<file path="src/rtl/core/mfu_pkg.sv">
package mfu_pkg;

    localparam int NUM_SLOTS_DEF   = 7;
    localparam int QUEUE_DEPTH_DEF = 2;

    // slot identifier registers sit at indices 0..ID_REGS-1, the mask after them
    localparam int ID_REGS   = 7;
    localparam int ID_W      = 11;
    localparam int ID_BASE   = 513;
    localparam int MASK_W    = 7;
    localparam int MASK_RST  = 115;
    localparam int SLOT_W    = 3;
    localparam int CFG_IDX_W = 4;
    localparam int CFG_DAT_W = 11;

    localparam logic [CFG_IDX_W-1:0] CFG_IDX_MASK = CFG_IDX_W'(ID_REGS);

    localparam int STEP_LIMIT = 4095;
    localparam int TURN_CORR  = 8191;

    localparam int ANGLE_W = 16;
    localparam int SUM_W   = 32;

    localparam int S_TDATA_W = 48;
    localparam int M_TDATA_W = 80;
    localparam int M_TUSER_W = 4;

    // classified frame handed from front to back
    typedef struct packed {
        logic                      matched;
        logic [SLOT_W-1:0]         slot;
        logic                      unwrap;
        logic [ANGLE_W-1:0]        angle;
        logic signed [ANGLE_W-1:0] speed;
        logic signed [ANGLE_W-1:0] current;
    } entry_t;

    typedef struct packed {
        logic full;
        logic empty;
    } q_status_t;

endpackage

</file>
<file path="src/rtl/core/mfu_front.sv">
module mfu_front #(
    parameter int NUM_SLOTS = mfu_pkg::NUM_SLOTS_DEF
) (
    input  logic                             aclk,
    input  logic                             aresetn,
    input  logic                             cfg_valid,
    output logic                             cfg_ready,
    input  logic [mfu_pkg::CFG_IDX_W-1:0]    cfg_index,
    input  logic [mfu_pkg::CFG_DAT_W-1:0]    cfg_data,
    input  logic                             s_tvalid,
    output logic                             s_tready,
    input  logic [mfu_pkg::S_TDATA_W-1:0]    s_tdata,
    input  logic [mfu_pkg::ID_W-1:0]         s_tuser,
    input  mfu_pkg::q_status_t               q_status,
    output logic                             q_push,
    output mfu_pkg::entry_t                  q_entry
);

    localparam int NUM_ID = (NUM_SLOTS < mfu_pkg::ID_REGS) ? NUM_SLOTS : mfu_pkg::ID_REGS;

    logic [mfu_pkg::ID_W-1:0]   slot_id_reg [NUM_ID];
    logic [mfu_pkg::MASK_W-1:0] mask_reg;
    logic                       hit;
    logic [mfu_pkg::SLOT_W-1:0] hit_slot;

    assign cfg_ready = 1'b1;

    always_ff @(posedge aclk) begin
        if (!aresetn) begin
            for (int i = 0; i < NUM_ID; i++) begin
                slot_id_reg[i] <= mfu_pkg::ID_W'(mfu_pkg::ID_BASE + i);
            end
            mask_reg <= mfu_pkg::MASK_W'(mfu_pkg::MASK_RST);
        end else if (cfg_valid) begin
            for (int i = 0; i < NUM_ID; i++) begin
                if (cfg_index == mfu_pkg::CFG_IDX_W'(i)) begin
                    slot_id_reg[i] <= cfg_data[mfu_pkg::ID_W-1:0];
                end
            end
            if (cfg_index == mfu_pkg::CFG_IDX_MASK) begin
                mask_reg <= cfg_data[mfu_pkg::MASK_W-1:0];
            end
        end
    end

    // lowest matching slot wins: scan from the top down
    always_comb begin
        hit      = 1'b0;
        hit_slot = '0;
        for (int i = NUM_ID - 1; i >= 0; i--) begin
            if (slot_id_reg[i] == s_tuser) begin
                hit      = 1'b1;
                hit_slot = mfu_pkg::SLOT_W'(i);
            end
        end
    end

    assign s_tready = !q_status.full;
    assign q_push   = s_tvalid && s_tready;

    always_comb begin
        q_entry = '0;
        if (hit) begin
            q_entry.matched = 1'b1;
            q_entry.slot    = hit_slot;
            q_entry.unwrap  = mask_reg[hit_slot];
            q_entry.angle   = {s_tdata[7:0], s_tdata[15:8]};
            q_entry.speed   = {s_tdata[23:16], s_tdata[31:24]};
            q_entry.current = {s_tdata[39:32], s_tdata[47:40]};
        end
    end

endmodule

</file>
<file path="src/rtl/core/mfu_queue.sv">
module mfu_queue #(
    parameter int DEPTH = mfu_pkg::QUEUE_DEPTH_DEF
) (
    input  logic                aclk,
    input  logic                aresetn,
    input  logic                push,
    input  mfu_pkg::entry_t     push_entry,
    input  logic                pop,
    output mfu_pkg::entry_t     pop_entry,
    output mfu_pkg::q_status_t  status
);

    localparam int PTR_W = (DEPTH > 1) ? $clog2(DEPTH) : 1;
    localparam int CNT_W = $clog2(DEPTH + 1);

    mfu_pkg::entry_t  mem_reg [DEPTH];
    logic [PTR_W-1:0] wr_ptr_reg, wr_ptr_next;
    logic [PTR_W-1:0] rd_ptr_reg, rd_ptr_next;
    logic [CNT_W-1:0] count_reg, count_next;

    assign status.full  = (count_reg == CNT_W'(DEPTH));
    assign status.empty = (count_reg == '0);
    assign pop_entry    = mem_reg[rd_ptr_reg];

    always_comb begin
        wr_ptr_next = wr_ptr_reg;
        rd_ptr_next = rd_ptr_reg;
        count_next  = count_reg;
        if (push) begin
            wr_ptr_next = (wr_ptr_reg == PTR_W'(DEPTH - 1)) ? '0 : wr_ptr_reg + 1'b1;
        end
        if (pop) begin
            rd_ptr_next = (rd_ptr_reg == PTR_W'(DEPTH - 1)) ? '0 : rd_ptr_reg + 1'b1;
        end
        if (push && !pop) begin
            count_next = count_reg + 1'b1;
        end else if (pop && !push) begin
            count_next = count_reg - 1'b1;
        end
    end

    always_ff @(posedge aclk) begin
        if (!aresetn) begin
            wr_ptr_reg <= '0;
            rd_ptr_reg <= '0;
            count_reg  <= '0;
        end else begin
            wr_ptr_reg <= wr_ptr_next;
            rd_ptr_reg <= rd_ptr_next;
            count_reg  <= count_next;
        end
    end

    always_ff @(posedge aclk) begin
        if (push) begin
            mem_reg[wr_ptr_reg] <= push_entry;
        end
    end

    a_count_bound: assert property (@(posedge aclk) disable iff (!aresetn)
        count_reg <= CNT_W'(DEPTH))
        else $error("queue count beyond depth");

    a_no_underflow: assert property (@(posedge aclk) disable iff (!aresetn)
        pop |-> count_reg != '0)
        else $error("queue popped while empty");

    a_no_overflow: assert property (@(posedge aclk) disable iff (!aresetn)
        push |-> !status.full)
        else $error("queue pushed while full");

endmodule

</file>
<file path="src/rtl/core/mfu_back.sv">
module mfu_back #(
    parameter int NUM_SLOTS = mfu_pkg::NUM_SLOTS_DEF
) (
    input  logic                             aclk,
    input  logic                             aresetn,
    input  mfu_pkg::q_status_t               q_status,
    input  mfu_pkg::entry_t                  q_entry,
    output logic                             q_pop,
    output logic                             m_tvalid,
    input  logic                             m_tready,
    output logic [mfu_pkg::M_TDATA_W-1:0]    m_tdata,
    output logic [mfu_pkg::M_TUSER_W-1:0]    m_tuser
);

    localparam int IDX_W = (NUM_SLOTS > 1) ? $clog2(NUM_SLOTS) : 1;
    localparam logic [mfu_pkg::ANGLE_W-1:0] NEG_LIMIT =
        mfu_pkg::ANGLE_W'(65536 - mfu_pkg::STEP_LIMIT);
    localparam logic [mfu_pkg::ANGLE_W-1:0] POS_LIMIT =
        mfu_pkg::ANGLE_W'(mfu_pkg::STEP_LIMIT);

    logic [mfu_pkg::ANGLE_W-1:0] prev_angle_reg [NUM_SLOTS];
    logic [mfu_pkg::SUM_W-1:0]   turn_sum_reg   [NUM_SLOTS];

    logic                               out_valid_reg;
    logic                               out_matched_reg;
    logic [mfu_pkg::SLOT_W-1:0]         out_slot_reg;
    logic [mfu_pkg::ANGLE_W-1:0]        out_angle_reg;
    logic signed [mfu_pkg::ANGLE_W-1:0] out_speed_reg;
    logic signed [mfu_pkg::ANGLE_W-1:0] out_current_reg;
    logic [mfu_pkg::SUM_W-1:0]          out_total_reg;

    logic [IDX_W-1:0]            idx;
    logic [mfu_pkg::ANGLE_W-1:0] diff;
    logic [mfu_pkg::SUM_W-1:0]   step;
    logic [mfu_pkg::SUM_W-1:0]   sum_next;
    logic                        upd;

    // advance when the output register is free or being drained
    assign q_pop = !q_status.empty && (!out_valid_reg || m_tready);
    assign idx   = q_entry.slot[IDX_W-1:0];
    assign upd   = q_entry.matched && q_entry.unwrap;

    always_comb begin
        diff = q_entry.angle - prev_angle_reg[idx];
        step = {{(mfu_pkg::SUM_W - mfu_pkg::ANGLE_W){diff[mfu_pkg::ANGLE_W-1]}}, diff};
        // fold a large step back by TURN_CORR towards zero
        if (diff[mfu_pkg::ANGLE_W-1] && (diff < NEG_LIMIT)) begin
            step = step + mfu_pkg::SUM_W'(mfu_pkg::TURN_CORR);
        end else if (!diff[mfu_pkg::ANGLE_W-1] && (diff > POS_LIMIT)) begin
            step = step - mfu_pkg::SUM_W'(mfu_pkg::TURN_CORR);
        end
        sum_next = turn_sum_reg[idx] + step;
    end

    always_ff @(posedge aclk) begin
        if (!aresetn) begin
            for (int i = 0; i < NUM_SLOTS; i++) begin
                prev_angle_reg[i] <= '0;
                turn_sum_reg[i]   <= '0;
            end
        end else if (q_pop && upd) begin
            prev_angle_reg[idx] <= q_entry.angle;
            turn_sum_reg[idx]   <= sum_next;
        end
    end

    always_ff @(posedge aclk) begin
        if (!aresetn) begin
            out_valid_reg <= 1'b0;
        end else if (q_pop) begin
            out_valid_reg <= 1'b1;
        end else if (m_tready) begin
            out_valid_reg <= 1'b0;
        end
    end

    always_ff @(posedge aclk) begin
        if (q_pop) begin
            out_matched_reg <= q_entry.matched;
            out_slot_reg    <= q_entry.slot;
            out_angle_reg   <= q_entry.angle;
            out_speed_reg   <= q_entry.speed;
            out_current_reg <= q_entry.current;
            if (!q_entry.matched) begin
                out_total_reg <= '0;
            end else if (q_entry.unwrap) begin
                out_total_reg <= sum_next;
            end else begin
                out_total_reg <= turn_sum_reg[idx];
            end
        end
    end

    assign m_tvalid = out_valid_reg;
    assign m_tdata  = {out_total_reg, out_current_reg, out_speed_reg, out_angle_reg};
    assign m_tuser  = {out_slot_reg, out_matched_reg};

    a_unmatched_zero: assert property (@(posedge aclk) disable iff (!aresetn)
        (out_valid_reg && !out_matched_reg) |-> (out_slot_reg == '0 && out_total_reg == '0))
        else $error("unmatched beat carries a slot or sum");

    a_slot_range: assert property (@(posedge aclk) disable iff (!aresetn)
        (out_valid_reg && out_matched_reg) |-> (out_slot_reg < mfu_pkg::SLOT_W'(NUM_SLOTS)))
        else $error("matched beat names a slot out of range");

    a_state_hold: assert property (@(posedge aclk) disable iff (!aresetn)
        (q_pop && upd) |=> out_total_reg == turn_sum_reg[$past(idx)])
        else $error("reported sum differs from stored sum");

endmodule

</file>
<file path="src/rtl/core/motor_feedback_unwrap_unit.sv">
// Channel   Dir  Handshake              Payload
// s_        in   s_tvalid / s_tready    tuser: frame_id; tdata: byte0..byte5
// m_        out  m_tvalid / m_tready    tuser: matched, slot; tdata: angle .. angle_total
// cfg_      in   cfg_valid / cfg_ready  cfg_index, cfg_data (ready always high)
//
// One beat per cycle in both directions while s_tready and m_tready stay high. A frame taken
// on s_ passes through the queue entry and then the output register before it shows on m_;
// the per-slot read-modify-write of angle and turn sum happens in the pop cycle and adds no
// register of its own.
// Reset (aresetn low at a clock edge) restores slot identifiers and mask and clears
// all slot state and the queue at once; the block takes frames on the next cycle.
// s_tready drops only when the queue is full, which needs m_tready held low.
module motor_feedback_unwrap_unit #(
    parameter int NUM_SLOTS   = mfu_pkg::NUM_SLOTS_DEF,
    parameter int QUEUE_DEPTH = mfu_pkg::QUEUE_DEPTH_DEF
) (
    input  logic                             aclk,
    input  logic                             aresetn,
    input  logic                             cfg_valid,
    output logic                             cfg_ready,
    input  logic [mfu_pkg::CFG_IDX_W-1:0]    cfg_index,
    input  logic [mfu_pkg::CFG_DAT_W-1:0]    cfg_data,
    input  logic                             s_tvalid,
    output logic                             s_tready,
    // byte0 [7:0], byte1, byte2, byte3, byte4, byte5 [47:40]
    input  logic [mfu_pkg::S_TDATA_W-1:0]    s_tdata,
    // frame_id [10:0]
    input  logic [mfu_pkg::ID_W-1:0]         s_tuser,
    output logic                             m_tvalid,
    input  logic                             m_tready,
    // angle [15:0], speed [31:16], current [47:32], angle_total [79:48]
    output logic [mfu_pkg::M_TDATA_W-1:0]    m_tdata,
    // matched [0], slot [3:1]
    output logic [mfu_pkg::M_TUSER_W-1:0]    m_tuser
);

    mfu_pkg::q_status_t q_status;
    mfu_pkg::entry_t    push_entry;
    mfu_pkg::entry_t    pop_entry;
    logic               q_push;
    logic               q_pop;

    mfu_front #(
        .NUM_SLOTS (NUM_SLOTS)
    ) u_front (
        .aclk      (aclk),
        .aresetn   (aresetn),
        .cfg_valid (cfg_valid),
        .cfg_ready (cfg_ready),
        .cfg_index (cfg_index),
        .cfg_data  (cfg_data),
        .s_tvalid  (s_tvalid),
        .s_tready  (s_tready),
        .s_tdata   (s_tdata),
        .s_tuser   (s_tuser),
        .q_status  (q_status),
        .q_push    (q_push),
        .q_entry   (push_entry)
    );

    mfu_queue #(
        .DEPTH (QUEUE_DEPTH)
    ) u_queue (
        .aclk       (aclk),
        .aresetn    (aresetn),
        .push       (q_push),
        .push_entry (push_entry),
        .pop        (q_pop),
        .pop_entry  (pop_entry),
        .status     (q_status)
    );

    mfu_back #(
        .NUM_SLOTS (NUM_SLOTS)
    ) u_back (
        .aclk     (aclk),
        .aresetn  (aresetn),
        .q_status (q_status),
        .q_entry  (pop_entry),
        .q_pop    (q_pop),
        .m_tvalid (m_tvalid),
        .m_tready (m_tready),
        .m_tdata  (m_tdata),
        .m_tuser  (m_tuser)
    );

endmodule
</file>
<file path="config.mk">
export PLATFORM = sky130hd
export DESIGN_NAME = motor_feedback_unwrap_unit
export DESIGN_NICKNAME = d
export VERILOG_FILES = /design/src/rtl/core/mfu_pkg.sv /design/src/rtl/core/mfu_front.sv /design/src/rtl/core/mfu_queue.sv /design/src/rtl/core/mfu_back.sv /design/src/rtl/core/motor_feedback_unwrap_unit.sv
export SDC_FILE = /design/constraint.sdc
export NUM_CORES = 1
export LEC_CHECK = 0
export ABC_CLOCK_PERIOD_IN_PS = 13880
export BUFFER_PORTS_ARGS = -buffer_cell sky130_fd_sc_hd__buf_2
export CAP_MARGIN = 15
export CORE_UTILIZATION = 62
export CTS_CLUSTER_SIZE = 14
export DETAILED_ROUTE_END_ITERATION = 10
export HOLD_SLACK_MARGIN = 0.1
export PLACE_DENSITY_LB_ADDON = 0.3
export SYNTH_ARGS = -nofsm -noshare
export SYNTH_HDL_FRONTEND = slang
export SYNTH_HIERARCHICAL = 1
export SYNTH_SLANG_ARGS = --single-unit
</file>
<file path="constraint.sdc">
create_clock -name aclk -period 13.88 [get_ports aclk]
set_clock_uncertainty 0.15 [all_clocks]
set_input_delay 2.776 -clock aclk [delete_from_list [all_inputs] [get_ports aclk]]
set_output_delay 2.776 -clock aclk [all_outputs]
set_load 0.01 [all_outputs]
</file>
==> flow_summary.json, run 1 <==
{
  "final_util_pct": 70.2,
  "setup_tns_ps": 0,
  "grt.overflow.total": 0,
  "synth_cell_types": 98,
  "hold_path_class": "flip-flop to flip-flop",
  "drtIter0Drc": 1850,
  "clkTransAtPathRegs_ps": 60,
  "multiInputGateArea_um2": 10900,
  "ys.flop_type": "edfxtp_1",
  "critical_path.top_delay_family": "compound AO/OA/AOI/OAI gates",
  "start_util_pct": 63.2,
  "seq_area_frac_synth_pct": 62.1,
  "root_buffer": "clkbuf_16",
  "io_buffer_count": 164,
  "clock-sinks": 664,
  "post-route-period-util_pct": 62.3,
  "clk-insertion-delay-late_ps": 620,
  "coreArea_um2": 49300,
  "slowest_delay_ps": 820,
  "row_count": 81,
  "use_met2_pct": 50.6,
  "avgSynthCellArea_um2": 13.5,
  "route.detailed.drc": 0,
  "cts_buffers": 69,
  "design.die.area_um2": 51100,
  "drive_above_1_share_pct": 22.4,
  "cts_tree": "yes",
  "yosysTopAreaCell": "edfxtp_1",
  "ys_seq_elements": 664,
  "finalSetupViolations": 0,
  "ys_warn_count": 6,
  "maxCapViolations": 0,
  "diodes": 0,
  "wirelength_um": 73600,
  "largest_reg_flops": 256,
  "num-fill-cells": 3366,
  "async_flop_share_pct": 0,
  "drt_pass1_iterations": 6,
  "gr-usage-met1_pct": 38.0,
  "slowest_stage": "mux2_8",
  "fp.dieH_um": 226,
  "dp_cells": 3008,
  "ys_top_cells_by_area": "edfxtp_1 (58%), mux4_2 (7.0%), nor2_1 (4.1%)",
  "fmax_ghz": 0.116,
  "cts_buffer_depth": 3,
  "min_period_ps": 8640,
  "grt.busiest_layer": "met2",
  "postCtsSetupBuffers": 0,
  "syn-cell-area_um2": 31100,
  "seq_area_um2": 19300,
  "critPathCaptureType": "flip-flop",
  "crit_path_frequent_cell": "a21oi_1",
  "grt_pass1_wl_um": 113000,
  "synth_edf_count": 603,
  "netlist_instances": 2302,
  "ant_nets": 0,
  "critPathBufInv": 2,
  "regToRegSetupSlack_ps": 5240,
  "vias": 19600,
  "critPathMaxFanout": 65,
  "tightest_slew_ps": 1150,
  "fp.dieW_um": 226,
  "ctsHoldBuffers": 0,
  "synth_top_area_share_pct": 58.2,
  "path_class": "flip-flop to flip-flop",
  "report.final.hold_viol_count": 0,
  "synth_nets": 2437,
  "ios": 166,
  "place_congestion": 0.956,
  "dp_hpwl_um": 44400,
  "use_met3_pct": 4.41,
  "drv_slew": 0,
  "grt_max_degree": 69,
  "grt_pass1_vias": 20000,
  "setup.worst_path.start_class": "flip-flop",
  "nets": 2550,
  "htree_num_levels": 3,
  "area.growth.synth_to_final_pct": 11.2,
  "slew_headroom_pct": 22.8,
  "worstPathRequired_ps": 14040,
  "crit_arrival_ps": 8800,
  "grtUsageTotal_pct": 29.5,
  "avgRoutedWirePerCell_um": 23.5,
  "antenna_found_initial": 0,
  "vias_per_cell": 6.24,
  "ctsResizeCount": 0,
  "status": "finished, final reports clean",
  "rsz0062_at_grt": "no",
  "stdcell_count": 3135
}
worst paths after layout:
| kind | start | end | cells past startpoint |
|---|---|---|---|
| min reg2reg | u_back/turn_sum_reg[6][26]$_SDFFE_PN0P_ | u_back/turn_sum_reg[6][26]$_SDFFE_PN0P_ | 2 |
| max reg2reg | flip-flop | u_back/out_total_reg[26]$_SDFFCE_PN0P_ | 27 |
| min | u_back/turn_sum_reg[6][26]$_SDFFE_PN0P_ | u_back/turn_sum_reg[6][26]$_SDFFE_PN0P_ | 2 |
| max | flip-flop | u_back/out_total_reg[26]$_SDFFCE_PN0P_ | 27 |
metrics by stage:
step           area [um^2]  hold slack, ps  setup WS, ps
2_1_floorplan        31100             288          2400
3_3_place_gp         32300             298          5430
3_5_place_dp         32300             306          5360
4_1_cts              34600             319          5300
5_1_grt              34600             344          4580
6_report             34600             318          5240
kinds of logic after synthesis:
| logic type | Yosys count | synth area share, % |
|---|---|---|
| AOI/OAI and AO/OA | 281 | 6.30 |
| other | 1 | 0.0121 |
| and+or+nand+nor | 736 | 11.3 |
| xor gates and xnor gates | 129 | 3.78 |
| muxes | 209 | 10.9 |
| DFF | 664 | 62.1 |
| adders and majority gates | 56 | 2.30 |
| buffers and inverters | 226 | 3.21 |
layout make-up:
| type | count | share of cell area, % |
|---|---|---|
| Timing Repair Buffer | 190 | 2.94 |
| Clock buffer | 92 | 5.39 |
| Clock inverter | 35 | 1.10 |
| Tap cell | 664 | 2.40 |
| Multi-Input combinational cell | 1412 | 31.4 |
| Inverter | 78 | 0.847 |
| Sequential cell | 664 | 55.9 |
routing by layer:
| metal | wire length (um) | part of all wire (%) | vias to the layer above |
|---|---|---|---|
| met5 | 0 | 0 | - |
| li1 | - | - | 8705 |
| met1 | 28200 | 38 | 9775 |
| met2 | 37300 | 51 | 920 |
| met4 | 2330 | 3.2 | 0 |
| met3 | 5760 | 7.8 | 176 |
cell usage after synthesis (5+ instances only):
library cell and number:
nand4_1 18, mux4_2 96, nand3b_1 5, nor3b_1 5, buf_6 15, a211o_1 8
mux2i_1 27, nor2_1 341, a31oi_1 5, inv_1 78, buf_4 7, mux2_2 86
a21oi_1 63, nor2b_1 18, a221oi_1 5, nor3_1 38, or3_1 9, xnor2_1 58
or2_2 21, nand2_1 95, o211ai_1 7, and3_1 13, nand2b_1 9, nand3_1 52
ha_1 54, dfxtp_1 61, a211oi_1 25, buf_2 6, and2_1 73, a21o_1 33
o21ai_0 61, buf_1 22, edfxtp_1 603, nor4_1 11, xor2_1 66, clkbuf_1 96
o21ai_1 8
placed cells by master (no fill, tap or decap), types with 63 or more instances in the layout:
master	Yosys	final
mux4_2	96	96
buf_2	6	164
and2_1	73	72
edfxtp_1	603	603
mux2_2	86	84
nor2_1	341	340
clkbuf_16	0	70
a21oi_1	63	63
xor2_1	66	66
nand2_1	95	88
inv_1	78	78
tightest hold or removal path, delay by kind of cell (launching register included):
| kind | cells | cell delay, ps |
|---|---|---|
| flops | 1 | 320 |
| simple gates | 1 | 60 |
| compound gates | 1 | 60 |
Power of run 1 is left out: the tool's default activity adds up to more than one toggle a clock period on the data nets, which glitch-free logic cannot reach.
==> inputs of run 2 (changes only) <==
--- a/config.mk
+++ b/config.mk
@@ -5,7 +5,7 @@
 export SDC_FILE = /design/constraint.sdc
 export NUM_CORES = 1
 export LEC_CHECK = 0
-export ABC_CLOCK_PERIOD_IN_PS = 13880
+export ABC_CLOCK_PERIOD_IN_PS = 9000
 export BUFFER_PORTS_ARGS = -buffer_cell sky130_fd_sc_hd__buf_2
 export CAP_MARGIN = 15
 export CORE_UTILIZATION = 62
==> constraint.sdc (replaced) <==
create_clock -name aclk -period 9 [get_ports aclk]
set_clock_uncertainty 0.15 [all_clocks]
set_input_delay 1.8 -clock aclk [delete_from_list [all_inputs] [get_ports aclk]]
set_output_delay 1.8 -clock aclk [all_outputs]
set_load 0.01 [all_outputs]
==> run 2 against run 1 <==
Global-route usage fell by 0.45 points. Highest routed layer unchanged. Utilization fell by 0.25 points. Maximum frequency rose by 11%. Count of clock-buffer cells in the layout rose by 3. Sequential share of layout area rose by 0.20 points. First-iteration DRC count rose by 7.2%. Critical path depth fell by 2. Sequential cell count did not move. Hold slack got worse by 0.95 ps. Via count fell by 1.0%. Final cell count fell by 0.13%. Critical endpoint is now u_back/out_total_reg[21]$_SDFFCE_PN0P_. Non-clock buffer count fell by 4.
==> flow_summary.json, run 2 (synthesized netlist as in run 1, its figures left out) <==
{
  "post-route-period-util_pct": 86.7,
  "postCtsSetupBuffers": 0,
  "grtUsageTotal_pct": 29.1,
  "wirelength_um": 72800,
  "avgRoutedWirePerCell_um": 23.2,
  "tightest_slew_ps": 1120,
  "ctsResizeCount": 0,
  "drt_pass1_iterations": 6,
  "stdcell_count": 3131,
  "hold_path_class": "flip-flop to flip-flop",
  "clock-sinks": 664,
  "dp_hpwl_um": 43600,
  "vias_per_cell": 6.19,
  "critPathMaxFanout": 39,
  "grt_pass1_vias": 19500,
  "layout_commonest_cell": "edfxtp_1",
  "min_period_ps": 7800,
  "ctsHoldBuffers": 0,
  "setup.worst_path.start_class": "flip-flop",
  "report.final.hold_viol_count": 0,
  "rsz0062_at_grt": "no",
  "final_cell_mix": "edfxtp_1 (603), nor2_1 (340), buf_2 (164)",
  "status": "finished, final reports clean",
  "maxCapViolations": 0,
  "post-route-cell-area_um2": 34500,
  "antenna_found_initial": 3,
  "vias": 19400,
  "slew_headroom_pct": 25.3,
  "start_util_pct": 63.2,
  "worstHoldStart": "u_back/turn_sum_reg[6][22]$_SDFFE_PN0P_",
  "fp.dieH_um": 226,
  "fp.dieW_um": 226,
  "coreArea_um2": 49300,
  "design.die.area_um2": 51100,
  "crit_arrival_ps": 7970,
  "cts_tree": "yes",
  "nets": 2546,
  "drv_slew": 0,
  "cts_buffer_depth": 3,
  "fmax_ghz": 0.128,
  "rr_endpoint": "u_back/out_total_reg[21]$_SDFFCE_PN0P_",
  "place_congestion": 0.928,
  "drtIter0Drc": 1983,
  "regToRegSetupSlack_ps": 1200,
  "largest_reg_flops": 256,
  "io_buffer_count": 164,
  "ant_nets": 0,
  "clkTransAtPathRegs_ps": 60,
  "whs_endpoint": "u_back/turn_sum_reg[6][22]$_SDFFE_PN0P_",
  "critPathCaptureType": "flip-flop",
  "grt_max_degree": 73,
  "finalSetupViolations": 0,
  "hold-path-cell-count": 2,
  "drive_above_1_share_pct": 22.0,
  "clk-insertion-delay-late_ps": 610,
  "htree_num_levels": 3,
  "area.growth.synth_to_final_pct": 10.8,
  "rr_worst_depth": 25,
  "root_buffer": "clkbuf_16",
  "grt.overflow.total": 0,
  "cts_buffers": 69,
  "setup_tns_ps": 0,
  "route.detailed.drc": 0,
  "worstPathRequired_ps": 9170,
  "dpl-instance-area_um2": 32300,
  "ios": 166,
  "dp_cells": 3004,
  "row_count": 81,
  "path_class": "flip-flop to flip-flop",
  "grt_pass1_wl_um": 111000
}
## run 2: worst max-delay path by stage
| stage | to | from | slack, ps |
|---|---|---|---|
| finish | u_back/out_total_reg[21]$_SDFFCE_PN0P_ | flip-flop | 1200 |
| global route | u_back/out_total_reg[24]$_SDFFCE_PN0P_ | flip-flop | 480 |
| CTS | u_back/out_total_reg[16]$_SDFFCE_PN0P_ | flip-flop | 1260 |
| detailed placement | u_back/out_total_reg[16]$_SDFFCE_PN0P_ | flip-flop | 1300 |
| global placement | u_back/out_total_reg[21]$_SDFFCE_PN0P_ | flip-flop | 1410 |
| floorplan | u_back/prev_angle_reg[5][0]$_DFFE_PP_ | m_tready | 220 |
## run 2: metrics by stage
step           util [%]  setup WS (ps)  hold slack [ps]
2_1_floorplan         -            223              288
3_3_place_gp       65.6           1410              298
3_5_place_dp       65.6           1300              309
4_1_cts            69.9           1260              321
5_1_grt            70.0            481              341
6_report           70.0           1200              317
## run 2: critical path: stages (launching register included)
cell and delay (ps):
dfxtp_2 350, mux2_8 540, mux4_2 550, mux2i_1 260
ha_1 290, nor2b_1 150, o2111ai_2 280, nand2_1 200
xnor2_1 500, and4b_1 400, nand3_1 150, a31oi_2 460
nand2_1 220, o21ai_1 200, xor2_1 270, ha_1 350
a21oi_1 170, o22ai_1 100, o21a_1 190, o31a_1 370
nand2_1 100, nand2_1 110, a21o_1 240, a21oi_1 180
xor2_1 510, a21oi_1 170
## run 2: layer usage
| metal | vias to the layer above | track usage [%] | part of all wire, % |
|---|---|---|---|
| met2 | 824 | 49.6 | 51 |
| li1 | 8704 | - | - |
| met3 | 123 | 3.76 | 7.3 |
| met4 | 0 | 10.1 | 2.2 |
| met5 | - | 0 | 0 |
| met1 | 9720 | 38.6 | 39 |
## run 2: area by class of cell
type | instances | area [um^2]
Fill cell | 3344 | 14800
Timing Repair Buffer | 186 | 986
Multi-Input combinational cell | 1412 | 10900
Inverter | 78 | 293
Tap cell | 664 | 831
Clock buffer | 95 | 1880
Clock inverter | 29 | 234
Antenna cell | 3 | 7.51
Sequential cell | 664 | 19300
Power of run 2 is left out for the same reason.
==> inputs of run 3 (changes only) <==
--- a/config.mk
+++ b/config.mk
@@ -8,7 +8,9 @@
 export ABC_CLOCK_PERIOD_IN_PS = 9000
 export BUFFER_PORTS_ARGS = -buffer_cell sky130_fd_sc_hd__buf_2
 export CAP_MARGIN = 15
-export CORE_UTILIZATION = 62
+export CELL_PAD_IN_SITES_DETAIL_PLACEMENT = 1
+export CELL_PAD_IN_SITES_GLOBAL_PLACEMENT = 1
+export CORE_UTILIZATION = 51
 export CTS_CLUSTER_SIZE = 14
 export DETAILED_ROUTE_END_ITERATION = 10
 export HOLD_SLACK_MARGIN = 0.1
==> run 3 against run 2 <==
Non-clock buffer count increased by 6. Worst setup slack got worse by 290 ps. First-iteration DRC count shrank 31%. Utilization is 12 points lower. Critical endpoint is now u_back/turn_sum_reg[7][21]$_DFFE_PP_. Via count up 1.5%. Die area rose by 21%. Sequential share of layout area shrank 0.93 points. Final cell count up 4.3%. Largest cell class unchanged.
==> flow_summary.json, run 3 (synthesized netlist as in run 1, its figures left out) <==
{
  "design.die.area_um2": 62000,
  "min_period_ps": 8090,
  "antenna_found_initial": 4,
  "route.detailed.drc": 0,
  "grt_pass1_wl_um": 130000,
  "crit_arrival_ps": 8270,
  "seq_area_um2": 19300,
  "critPathCaptureType": "flip-flop",
  "num-fill-cells": 5841,
  "multiInputGateArea_um2": 10900,
  "worstPathRequired_ps": 9180,
  "cts_buffers": 72,
  "cts_tree": "yes",
  "clk-insertion-delay-late_ps": 620,
  "setup.worst_path.start_class": "flip-flop",
  "fmax_ghz": 0.124,
  "clock-sinks": 664,
  "ctsResizeCount": 0,
  "slew_headroom_pct": 21.2,
  "root_buffer": "clkbuf_16",
  "drv_slew": 0,
  "vias": 19700,
  "area.growth.synth_to_final_pct": 12.6,
  "setup_tns_ps": 0,
  "rsz0062_at_grt": "no",
  "report.final.hold_viol_count": 0,
  "grt_pass1_vias": 21600,
  "layout_commonest_cell": "edfxtp_1",
  "critPathMaxFanout": 51,
  "drtIter0Drc": 1360,
  "tightest_slew_ps": 1180,
  "path_class": "flip-flop to flip-flop",
  "cts_buffer_depth": 3,
  "io_buffer_count": 164,
  "fp.dieW_um": 249,
  "drive_above_1_share_pct": 23.0,
  "row_count": 90,
  "largest_reg_flops": 256,
  "final_cell_mix": "edfxtp_1 (603), nor2_1 (340), buf_2 (164)",
  "nets": 2555,
  "postCtsSetupBuffers": 0,
  "fp.dieH_um": 249,
  "vias_per_cell": 6.02,
  "coreArea_um2": 60400,
  "grt_max_degree": 73,
  "post-route-period-util_pct": 89.9,
  "status": "finished, final reports clean",
  "htree_num_levels": 3,
  "ant_nets": 0,
  "wirelength_um": 85600,
  "maxCapViolations": 0,
  "ios": 166,
  "ctsHoldBuffers": 0,
  "dp_hpwl_um": 51500,
  "dp_slack_ps": 1000,
  "avgRoutedWirePerCell_um": 26.2,
  "hold_path_class": "flip-flop to flip-flop",
  "finalSetupViolations": 0,
  "grtUsageTotal_pct": 27.8,
  "clkTransAtPathRegs_ps": 60,
  "start_util_pct": 51.5,
  "place_congestion": 0.870,
  "grt.overflow.total": 0,
  "layout_setup_ws_ps": 906,
  "drt_pass1_iterations": 4
}
[run 3: cell count changes in the layout (fill, tap and decap cells not counted), sizes merged]
cell	previous run	this run
inv	85	81
bufinv	1	8
buf	186	192
diode	3	4
clkinv	20	18
clkbuf	95	103
[run 3: worst paths after layout]
check	startpoint	end	slack, ps	cells after the start
min	u_back/turn_sum_reg[6][9]$_SDFFE_PN0P_	u_back/turn_sum_reg[6][9]$_SDFFE_PN0P_	330	2
max	flip-flop	u_back/turn_sum_reg[7][21]$_DFFE_PP_	910	27
max reg2reg	flip-flop	u_back/turn_sum_reg[7][21]$_DFFE_PP_	910	27
min reg2reg	u_back/turn_sum_reg[6][9]$_SDFFE_PN0P_	u_back/turn_sum_reg[6][9]$_SDFFE_PN0P_	330	2
[run 3: layout make-up]
type                    instances  share of cell area [%]
flip-flops and latches        664                    55.2
multi-input cells            1412                    31.0
clock buffers                 103                    5.97
repair buffers                192                    3.00
well taps                     782                    2.79
clock inverters                30                    1.17
inverters                      78                   0.836
diodes                          4                  0.0286
[run 3: per-layer routing]
metal / wire (um) / vias up / share of wire, % / GRT usage [%]
met4: 2530 / 0 / 3.0 / 10.5
met2: 45000 / 624 / 52 / 49.8
met3: 4640 / 165 / 5.4 / 3.81
met1: 33500 / 10200 / 39 / 34.1
li1: - / 8706 / - / -
met5: 0 / - / 0 / 0
[run 3: stage by stage]
step                      instances  hold slack, ps  util [%]  area (um^2)
after CTS                      3260             334      58.0        35000
after floorplan                2302             288         -        31100
after global routing           3265             351      58.1        35000
after global placement         3127             297      53.8        32500
after detailed placement       3127             307      53.8        32500
final                          3265             331      58.1        35000
[run 3: worst max-delay path, stage by stage, from the launching register on]
cell and delay, ps:
dfxtp_2 380, buf_4 580, mux2_4 510, mux2_2 300, ha_1 140, inv_1 50
fa_1 450, a21o_1 200, a21oi_1 180, xor2_1 350, o211a_1 260, and4b_1 300
nand3_1 150, a31oi_2 450, nand2_1 240, o21ai_1 210, xor2_1 260, ha_1 350
a21oi_1 180, o22ai_1 110, o21a_1 200, o31a_1 390, nand2_1 110, nand2_1 120
a21o_1 250, a21oi_1 180, xor2_1 590, nor2_1 140
Power of run 3 is left out for the same reason.
